`src/nfc_pkg.sv`:
```
// Shared constants, types and control/status structs for the NOR flash
// command interface. No dependencies.
package nfc_pkg;

   localparam int ADDR_W = 17;
   localparam int DATA_W = 32;
   localparam int PHASE_W = 3;

   localparam int MEM_WORDS_DEFAULT = 131072;
   localparam int SECTOR_WORDS_DEFAULT = 32768;

   localparam logic [DATA_W-1:0] DEVICE_ID_RESET = 32'h227e_227e;

   localparam logic [DATA_W-1:0] CMD_UNLOCK1 = 32'h00aa_00aa;
   localparam logic [DATA_W-1:0] CMD_UNLOCK2 = 32'h0055_0055;
   localparam logic [DATA_W-1:0] CMD_PROGRAM = 32'h00a0_00a0;
   localparam logic [DATA_W-1:0] CMD_ERASE = 32'h0080_0080;
   localparam logic [DATA_W-1:0] CMD_SECTOR = 32'h0030_0030;
   localparam logic [DATA_W-1:0] CMD_AUTOSEL = 32'h0090_0090;
   localparam logic [DATA_W-1:0] CMD_RESET = 32'h00f0_00f0;

   localparam logic [ADDR_W-1:0] ADDR_FIRST = 17'h00555;
   localparam logic [ADDR_W-1:0] ADDR_SECOND = 17'h002aa;
   localparam logic [ADDR_W-1:0] ADDR_ID = 17'h00001;

   typedef enum logic [PHASE_W-1:0] {
      PH_READ = 3'd0,
      PH_UNLOCK1 = 3'd1,
      PH_UNLOCK2 = 3'd2,
      PH_PROGRAM = 3'd3,
      PH_ERASE_SETUP = 3'd4,
      PH_ERASE_UNLOCK = 3'd5,
      PH_AUTOSELECT = 3'd6
   } phase_type;

   typedef enum logic [1:0] {
      RSP_ZERO,
      RSP_MEM,
      RSP_ID
   } rsp_src_type;

   typedef struct packed {
      logic mode;
      logic [ADDR_W-1:0] word_address;
      logic [DATA_W-1:0] write_data;
   } req_payload_type;

   typedef struct packed {
      logic [DATA_W-1:0] read_data;
      logic [PHASE_W-1:0] command_phase;
   } rsp_payload_type;

   typedef struct packed {
      logic req_ready;
      logic mem_read;
      logic pgm_write;
      logic walk_step;
      logic locate_start;
      logic locate_step;
      logic rsp_load;
      rsp_src_type rsp_src;
      phase_type rsp_phase;
   } ctrl_cmd_type;

   typedef struct packed {
      logic req_fire;
      logic mode;
      logic addr_first;
      logic addr_second;
      logic addr_id;
      logic data_unlock1;
      logic data_unlock2;
      logic data_program;
      logic data_erase;
      logic data_sector;
      logic data_autosel;
      logic walk_done;
      logic locate_done;
      logic rsp_free;
   } dp_status_type;

endpackage

```
`src/nfc_ctrl.sv`:
```
// Command decoder and sequencer: unlock/command phase tracking, erase and
// clear sweeps, response hand-off. Depends on nfc_pkg.
module nfc_ctrl (
   input  logic                  clock,
   input  logic                  reset,
   input  nfc_pkg::dp_status_type status,
   output nfc_pkg::ctrl_cmd_type  cmd
);

   typedef enum logic [2:0] {
      ST_CLEAR,
      ST_IDLE,
      ST_DECODE,
      ST_PROGRAM,
      ST_LOCATE,
      ST_ERASE,
      ST_PUSH
   } state_type;

   state_type state_ff, state_in;
   nfc_pkg::phase_type phase_ff, phase_in;
   logic seen_ff, seen_in;
   logic auto_ff, auto_in;
   nfc_pkg::rsp_src_type src_ff, src_in;

   always_comb begin
      state_in = state_ff;
      phase_in = phase_ff;
      seen_in = seen_ff;
      auto_in = auto_ff;
      src_in = src_ff;
      cmd = '0;
      cmd.rsp_src = src_ff;
      cmd.rsp_phase = phase_ff;
      case (state_ff)
         ST_CLEAR: begin
            if (status.walk_done) begin
               state_in = ST_IDLE;
            end else begin
               cmd.walk_step = 1'b1;
            end
         end
         ST_IDLE: begin
            cmd.req_ready = 1'b1;
            if (status.req_fire) begin
               state_in = ST_DECODE;
            end
         end
         ST_DECODE: begin
            state_in = ST_PUSH;
            if (!status.mode) begin
               cmd.mem_read = 1'b1;
               src_in = (auto_ff && status.addr_id) ? nfc_pkg::RSP_ID : nfc_pkg::RSP_MEM;
            end else begin
               src_in = nfc_pkg::RSP_ZERO;
               phase_in = nfc_pkg::PH_READ;
               seen_in = 1'b0;
               auto_in = 1'b0;
               case (phase_ff)
                  nfc_pkg::PH_READ, nfc_pkg::PH_AUTOSELECT: begin
                     if (status.addr_first && status.data_unlock1) begin
                        phase_in = nfc_pkg::PH_UNLOCK1;
                        auto_in = auto_ff;
                     end
                  end
                  nfc_pkg::PH_UNLOCK1: begin
                     if (status.addr_second && status.data_unlock2) begin
                        phase_in = nfc_pkg::PH_UNLOCK2;
                        auto_in = auto_ff;
                     end
                  end
                  nfc_pkg::PH_UNLOCK2: begin
                     if (status.addr_first && status.data_program) begin
                        phase_in = nfc_pkg::PH_PROGRAM;
                     end else if (status.addr_first && status.data_erase) begin
                        phase_in = nfc_pkg::PH_ERASE_SETUP;
                     end else if (status.addr_first && status.data_autosel) begin
                        phase_in = nfc_pkg::PH_AUTOSELECT;
                        auto_in = 1'b1;
                     end
                  end
                  nfc_pkg::PH_PROGRAM: begin
                     cmd.mem_read = 1'b1;
                     state_in = ST_PROGRAM;
                  end
                  nfc_pkg::PH_ERASE_SETUP: begin
                     if (!seen_ff && status.addr_first && status.data_unlock1) begin
                        phase_in = nfc_pkg::PH_ERASE_SETUP;
                        seen_in = 1'b1;
                        auto_in = auto_ff;
                     end else if (seen_ff && status.addr_second && status.data_unlock2) begin
                        phase_in = nfc_pkg::PH_ERASE_UNLOCK;
                        auto_in = auto_ff;
                     end
                  end
                  nfc_pkg::PH_ERASE_UNLOCK: begin
                     if (status.data_sector) begin
                        cmd.locate_start = 1'b1;
                        state_in = ST_LOCATE;
                     end
                  end
                  default: begin
                  end
               endcase
            end
         end
         ST_PROGRAM: begin
            cmd.pgm_write = 1'b1;
            state_in = ST_PUSH;
         end
         ST_LOCATE: begin
            cmd.locate_step = 1'b1;
            if (status.locate_done) begin
               state_in = ST_ERASE;
            end
         end
         ST_ERASE: begin
            if (status.walk_done) begin
               state_in = ST_PUSH;
            end else begin
               cmd.walk_step = 1'b1;
            end
         end
         ST_PUSH: begin
            if (status.rsp_free) begin
               cmd.rsp_load = 1'b1;
               state_in = ST_IDLE;
            end
         end
         default: begin
            state_in = ST_IDLE;
         end
      endcase
   end

   always_ff @(posedge clock) begin
      if (reset) begin
         state_ff <= ST_CLEAR;
         phase_ff <= nfc_pkg::PH_READ;
         seen_ff <= 1'b0;
         auto_ff <= 1'b0;
         src_ff <= nfc_pkg::RSP_ZERO;
      end else begin
         state_ff <= state_in;
         phase_ff <= phase_in;
         seen_ff <= seen_in;
         auto_ff <= auto_in;
         src_ff <= src_in;
      end
   end

endmodule

```
`config.mk`:
```
export PLATFORM = sky130hd
export DESIGN_NAME = nfc_ctrl
export DESIGN_NICKNAME = d
export VERILOG_FILES = /design/src/nfc_pkg.sv /design/src/nfc_ctrl.sv
export SDC_FILE = /design/constraint.sdc
export NUM_CORES = 1
export LEC_CHECK = 0
export BUFFER_PORTS_ARGS = -buffer_cell sky130_fd_sc_hd__buf_2
export CORE_MARGIN = 5
export CORE_UTILIZATION = 42
export CTS_CLUSTER_DIAMETER = 200
export DETAILED_ROUTE_END_ITERATION = 10
export GPL_TIMING_DRIVEN = 0
export PLACE_DENSITY = 0.74
export SLEW_MARGIN = 20
export SYNTH_ARGS = -nofsm -noshare
export SYNTH_HDL_FRONTEND = slang
export SYNTH_SLANG_ARGS = --single-unit
```
`constraint.sdc`:
```
create_clock -name clock -period 1.3 [get_ports clock]
set_input_delay 0 -clock clock [delete_from_list [all_inputs] [get_ports clock]]
set_output_delay 0 -clock clock [all_outputs]
set_load 0.02 [all_outputs]
```
# After elaboration in Yosys (flattened, before gate mapping)
# Cells that the tools add are included.
# totals
output_inout_bits	12
ff_bits	10
elab_cells	87
in_bits	16
# op_classes
mux	43
reduce_logical	18
n_eq_ne	21
# op_table
cell	count
two-way mux 3 bit	11
two-way mux 1 bit	24
case mux 3 bit (7 select lines)	1
equality test 3 bit (second input constant)	6
inequality test 2 bit (second input constant)	9
equality test 3 x 2 -> 1 bit (second input constant)	4
case mux 3 bit (4 select lines)	1
logical AND 1 bit	10
two-way mux 2 bit	4
equality test 3 x 1 -> 1 bit (second input constant)	2
zero test 3 bit	2
case mux 3 bit (2 select lines)	1
AND reduction 6 bit	1
AND reduction 5 bit	1
case mux 1 bit (4 select lines)	1
OR reduction 2 bit	2
AND reduction 2 bit	1
zero test 1 bit	1

# Depth between registers and ports, before layout
# Gate-level depths: netlist of the first run.
# logic_depth
word_depth	5
depth_mapped	6

# Least setup slack after synthesis of the first run
# Ideal clock, no wire load.
# synth_timing
path_type	register to register
start	register phase_ff[1]
end	register auto_ff
t_arrival_ns	1.283
n_path_buf	0
setup_slack_ns	-0.055
t_required_ns	1.228
path_stages_with_launch	4
path_cell_list	dfxtp_1 -> nand4bb_1 -> or4_1 -> mux2i_1
# synth_via
elab_chain_cells	4
elab_cells_between_ends	12
# synth_rtl
element	line	text
start: declaration	nfc_ctrl.sv:21	nfc_pkg::phase_type phase_ff, phase_in;
start signal: assignment	nfc_ctrl.sv:139	phase_ff <= nfc_pkg::PH_READ;
start signal: assignment	nfc_ctrl.sv:145	phase_ff <= phase_in;
equality test 3 bit / zero test 3 bit (equally long branches)	nfc_ctrl.sv:59	case (phase_ff)
OR reduction 2 bit	nfc_ctrl.sv:59	
inequality test 2 bit (no line)	-	
AND reduction 6 bit (no line)	-	
end signal: assignment	nfc_ctrl.sv:147	auto_ff <= auto_in;
end: declaration	nfc_ctrl.sv:23	logic auto_ff, auto_in;
# Several ways; a longest one is shown, not always the timed one.
# A chain may end at the register's enable or synchronous reset.

==> out/metrics.yaml, run 1 <==
synth:
  synth_warnings: 0
  synth_top_cell_area_share: 0.286
  netlist-cell-type-count: 34
  yosys-top-cells-area: "sky130_fd_sc_hd__dfxtp_1, sky130_fd_sc_hd__nor2_1, sky130_fd_sc_hd__a21oi_1, sky130_fd_sc_hd__nand2b_1, sky130_fd_sc_hd__nor3_1"
  yosysMostFrequentCell: "sky130_fd_sc_hd__nor2_1"
  synthesis.area_um2: 701
  async_flop_share: 0
  dominantRegCellSynth: "sky130_fd_sc_hd__dfxtp_1"
  avgSynthCellArea_um2: 7.62
  synthesis.instances: 92
  synth_edf_count: 0
  synth_seq_cells: 10
  seq_area_frac_synth: 0.286
  synth.cells.most_frequent: "sky130_fd_sc_hd__nor2_1, sky130_fd_sc_hd__dfxtp_1, sky130_fd_sc_hd__a21oi_1"
  synth_largest_area_cell: "sky130_fd_sc_hd__dfxtp_1"
  synth_nets: 108
layout:
  layout.nets: 144
  diodes_inserted: 0
  area_growth_syn_to_layout_pct: 44.5
  drive_above_1_share: 0.460
drt:
  route.final.wire_length_um: 2000
  via_per_inst: 5.68
  detailedRoute.firstPassIterationCount: 4
  route.vias.total: 807
  antenna_violating_nets_post_route: 0
  detailedRoute.firstIterationViolations: 12
  wl_per_cell_um: 14.1
  post-route-drc-count: 0
critical_path:
  worst_ep_required_time_ns: 1.30
  setup.worst_path.end_class: "output port"
  path_cells: "or3b_4, a21oi_4, buf_6"
  cp_max_fo: 4
  slowest_delay_ns: 0.41
  element_type_at_the_critical_path_start: "register"
  worst-endpoint-arrival_ns: 1.30
  critPathTopFamily: "simple AND/OR/NAND/NOR gates"
  timing.critical_path.buf_inv: 1
  cpMaxStageDelayCell: "sky130_fd_sc_hd__or3b_4"
  critical_path_class: "register to output port"
clock_network:
  cts.hold.buffers_added: 0
  cts.sink_count: 10
  cts_made_buffers: 3
  path_clk_slew_ns: 0.06
  cts_root_buf: "sky130_fd_sc_hd__clkbuf_4"
  htree_levels: 1
  clk_latency_ns: 0.26
  cts_tree: "built"
  cts_max_path_buffers: 2
placed_design:
  portBuffers: 27
  worst_slack_at_placement_ns: -0.123
  detailedPlacementHpwl_um: 1380
  place.gp.congestion: 0.806
hold_path:
  holdCritPathClass: "input port to register"
run_status:
  failed_checks: "negative setup slack"
  outcome: "finished, violations left"
floorplan:
  floorplan.io_pins: 28
  placeable_core_area_um2: 1540
  initial_utilization: 0.455
  floorplan.die_area_um2: 2590
  chipHeight_um: 50.8
  row_count: 14
  dieWidth_um: 50.8
grt:
  grt_pass1_wl_um: 3160
  grt_start_max_net_pins: 11
  grt_overflow_total: 0
  track_usage: 0.157
  grt_antenna_before_repair: 0
  grt_pass1_vias: 747
power_and_ir_drop:
  total_leakage_power_nw: 0.431
  max_vdd_drop_mv: 0.704
  power_per_cell_area_nw_per_um2: 899
sta:
  period_share: 1.00
  worst_pin_slew_ns: 0.396
  maxClockFrequency_mhz: 767
  clock-skew-final_ns: 0.000745
  finalSetupViolations: 1
  setup_tns_ns: -0.00371
  worst_slew_margin_rel: 0.736
  slew_violations: 0
  rsz0062_at_grt: "yes"
  period_minus_slack_ns: 1.30
  setup_slack_ns: -0.00371
  finalHoldViolations: 0
job:
  max_cap_violations: 0
-- through the flow --
step,std cells,area (um^2),hold WS [ns],utilization,power (mW)
final,142,1010,0.0235,0.657,0.910
after global routing,142,1010,0.0610,0.657,0.966
after CTS,140,917,0.0227,0.595,0.885
after detailed placement,135,858,0.300,0.557,0.644
after global placement,135,858,0.300,0.557,0.634
after floorplan,92,703,0.0831,-,0.555
-- registers in the layout, summed over array words and instances, names as in the netlist --
register and flops:
src_ff 2, auto_ff 1, phase_ff 3, seen_ff 1, state_ff 3
-- per-layer routing --
metal	track usage	wire length, um
met4	0.0894	51
met1	0.180	796
met2	0.271	1030
met3	0.0291	123
met5	0	0
-- worst min-delay path, delay by kind of cell --
family	cells	cell delay [ns]
buffers and inverters	1	0.08
muxes	1	0.06
and+or+nand+nor	1	0.10
-- final timing paths --
| check | depth (start not counted) | startpoint | slack, ns | end |
|---|---|---|---|---|
| max reg2reg | 3 | phase_ff[2]$_SDFFE_PP0P_ | 0.04 | auto_ff$_SDFFE_PP0P_ |
| min reg2reg | 2 | auto_ff$_SDFFE_PP0P_ | 0.48 | auto_ff$_SDFFE_PP0P_ |
| max | 3 | state_ff[1]$_SDFFE_PP0P_ | -0.004 | cmd[10] |
| min | 3 | reset | 0.02 | auto_ff$_SDFFE_PP0P_ |
-- report_power, final --
group	internal, mW	switching, mW	leakage, nW
registers	0.327	0.0237	0.0847
logic	0.163	0.184	0.332
clock network	0.107	0.104	0.0138
-- kinds of logic (layout without fill, tap and decap cells) --
family	Yosys count	count (layout)	synth area share
AO/OA/AOI/OAI	18	18	0.143
buffers and inverters	7	41	0.0625
XOR/XNOR	2	2	0.0250
flip-flops	10	10	0.286
AND/OR/NAND/NOR	53	53	0.454
multiplexers	2	2	0.0304
-- cell usage in the layout (no fill, tap or decap), drive strengths merged, types with 3 or more instances in the layout --
master	synthesis	routed
clkbuf	1	5
buf	4	34
nand2b	6	6
dfxtp	10	10
nor4	3	3
nand3b	3	3
nand2	7	7
a21oi	9	9
nor3	7	7
nor2	13	13
o21ai	5	5
-- what timing repair did --
item                                    4_1_cts  5_1_grt
gates resized for setup                       8       21
endpoints found under the setup margin        5       10
pin swaps                                     2        4
buffers inserted                              3        3
-- cell type report --
class,instances,area [um^2]
buffer,3,16.3
inverter,2,7.51
timing repair buffer,33,190
multi-input combinational,75,541
clock buffer,3,22.5
tap,16,20.0
fill,134,529
sequential,10,215
Note: power is estimated with default switching activity, not from simulation.
==> inputs of run 2 (changes only) <==
- SKIP_CTS_REPAIR_TIMING: unset -> 1
- SKIP_LAST_GASP: unset -> 1
==> out/metrics.yaml, run 2 (synthesis results as in run 1) <==
grt:
  global_route.peak_usage_layer: "met2"
  groute.layer.met2.usage: 0.246  # -0.0248
  global_route.usage.met1: 0.171  # -0.00880
  grt_overflow_total: 0  # unchanged
  grt_antenna_before_repair: 0  # unchanged
  gr-usage-met3: 0.0291  # unchanged
  grt_pass1_vias: 735  # -1.6%
  grt_start_max_net_pins: 11  # unchanged
  track_usage: 0.147  # -0.0101
  grt_pass1_wl_um: 3010  # -4.8%
job:
  max_cap_violations: 0  # unchanged
run_status:
  failed_checks: "negative setup slack"
  outcome: "finished, violations left"
placed_design:
  portBuffers: 27  # unchanged
  place.gp.congestion: 0.806  # unchanged
  placed_cells_incl_taps: 135  # unchanged
  detailedPlacementHpwl_um: 1380  # unchanged
drt:
  wl_per_cell_um: 13.4  # -5.0%
  detailedRoute.firstPassIterationCount: 4  # unchanged
  detailedRoute.firstIterationViolations: 10  # -2
  post-route-drc-count: 0  # unchanged
  route.vias.total: 772  # -4.3%
  via_per_inst: 5.48  # -3.7%
  antenna_violating_nets_post_route: 0  # unchanged
  route.final.wire_length_um: 1890  # -5.6%
floorplan:
  chipHeight_um: 50.8  # unchanged
  row_count: 14  # unchanged
  floorplan.io_pins: 28  # unchanged
  placeable_core_area_um2: 1540  # unchanged
  initial_utilization: 0.455  # unchanged
  floorplan.die_area_um2: 2590  # unchanged
  dieWidth_um: 50.8  # unchanged
hold_path:
  holdCritPathClass: "input port to register"
power_and_ir_drop:
  switching_power_mw: 0.298  # -4.5%
  share_clk_of_total_power: 0.228  # -0.004
  comb_power_share: 0.378  # -0.004
  power_per_cell_area_nw_per_um2: 941  # +4.7%
  total_leakage_power_nw: 0.415  # -3.7%
  seq_power_share: 0.394  # +0.008
  power.internal_mw: 0.597  # -0.13%
  report.power.total_mw: 0.895  # -1.6%
  switching_share: 0.333  # -0.0101
  max_vdd_drop_mv: 0.628  # -11%
sta:
  period_minus_slack_ns: 1.41  # +0.102 ns
  holdWs_ns: 0.0303  # +0.00686 ns
  slew_violations: 0  # unchanged
  finalHoldViolations: 0  # unchanged
  finalSetupViolations: 5  # +4
  rsz0062_at_grt: "yes"
  setup_slack_ns: -0.106  # -0.102 ns
  worst_slew_margin_rel: 0.733  # -0.00303
  worst_pin_slew_ns: 0.400  # +0.00454 ns
  period_share: 1.08  # +0.0787
  maxClockFrequency_mhz: 711  # -7.3%
  setup_tns_ns: -0.161  # -0.157 ns
  clock-skew-final_ns: 0.00172  # +0.000972 ns
clock_network:
  path_clk_slew_ns: 0.06  # about the same
  cts_max_path_buffers: 2  # unchanged
  cts.sink_count: 10  # unchanged
  cts_tree: "built"
  cts_root_buf: "sky130_fd_sc_hd__clkbuf_4"
  htree_levels: 1  # unchanged
  clk_latency_ns: 0.26  # about the same
  cts_made_buffers: 3  # unchanged
critical_path:
  worstSetupEndpoint: "cmd[10]"
  r2r-start: "state_ff[0]$_SDFFE_PP0P_"
  r2r.worst_path.cells: 6  # +3
  reg2reg_setup_slack_ns: -0.04  # -0.08 ns
  reg2reg_to: "src_ff[0]$_SDFFE_PP0P_"
  worst_ep_required_time_ns: 1.30  # about the same
  worst-endpoint-arrival_ns: 1.41  # +0.11 ns
  element_type_at_the_critical_path_start: "register"
  critPathLaunch: "state_ff[0]$_SDFFE_PP0P_"
  setup.worst_path.end_class: "output port"
  cp_max_fo: 6  # +2
  critical_path_class: "register to output port"
layout:
  layout.cells.most_common: "sky130_fd_sc_hd__buf_2"
  biggestRegsByFlops: "phase_ff: 3 flops, state_ff: 3 flops, src_ff: 2 flops"
  finalCoreUtilization: 0.617  # -0.0398
  drive_above_1_share: 0.408  # -0.0523
  layout.area.seq_um2: 205  # -4.7%
  most-common-layout-cells: "sky130_fd_sc_hd__buf_2, sky130_fd_sc_hd__nor2_1, sky130_fd_sc_hd__a21oi_1"
  diodes_inserted: 0  # unchanged
  area_growth_syn_to_layout_pct: 35.7
  fill_cells: 147  # +9.7%
  area_of_the_multi_input_gates_um2: 499  # -7.6%
  finalNonFillerCells: 141  # -0.70%
  layout.nets: 143  # -0.69%
[run 2: changes by cell type in the layout (fill, tap and decap cells not counted), sizes merged]
cell / delta
clkbuf: -1
[run 2: cell type report]
cell class              count  area share
repair buffers             31       0.180
clock buffers               3      0.0237
flip-flops and latches     10       0.216
multi-input cells          75       0.525
inverters                   2     0.00789
plain buffers               4      0.0263
well taps                  16      0.0211
[run 2: how the worst min path moves through the flow]
stage                         start                   end  slack (ns)  depth (start not counted)
after floorplan           status[2]                cmd[8]        0.08                          1
after global placement    status[2]                cmd[8]        0.30                          3
after detailed placement  status[2]                cmd[8]        0.30                          3
after CTS                     reset  auto_ff$_SDFFE_PP0P_        0.02                          3
after global routing          reset  auto_ff$_SDFFE_PP0P_        0.08                          3
final                         reset  auto_ff$_SDFFE_PP0P_        0.03                          3
[run 2: power groups by stage]
stage,combinational (mW),clock (mW),sequential [mW]
after floorplan,0.199,0,0.356
after global placement,0.282,0,0.352
after detailed placement,0.291,0,0.353
after CTS,0.295,0.216,0.346
after global routing,0.375,0.230,0.355
final,0.338,0.204,0.353
[run 2: critical path, stage by stage (launching register included)]
cell and delay [ns]:
sky130_fd_sc_hd__dfxtp_2 0.33, sky130_fd_sc_hd__buf_6 0.12, sky130_fd_sc_hd__or3b_4 0.39, sky130_fd_sc_hd__a21oi_2 0.15
sky130_fd_sc_hd__buf_4 0.16
[run 2: through the flow]
| step | worst slack, ns | cell area [um^2] |
|---|---|---|
| after global routing | -0.180 | 951 |
| after detailed placement | -0.123 | 858 |
| final | -0.106 | 951 |
| after global placement | -0.0944 | 858 |
| after CTS | -0.315 | 881 |
| after floorplan | 0.00517 | 703 |
[run 2: per-layer routing]
metal / up-vias / wire length [um]
met3: 2 / 127
met5: - / 0
met1: 343 / 753
met4: 0 / 23
li1: 399 / -
met2: 28 / 984
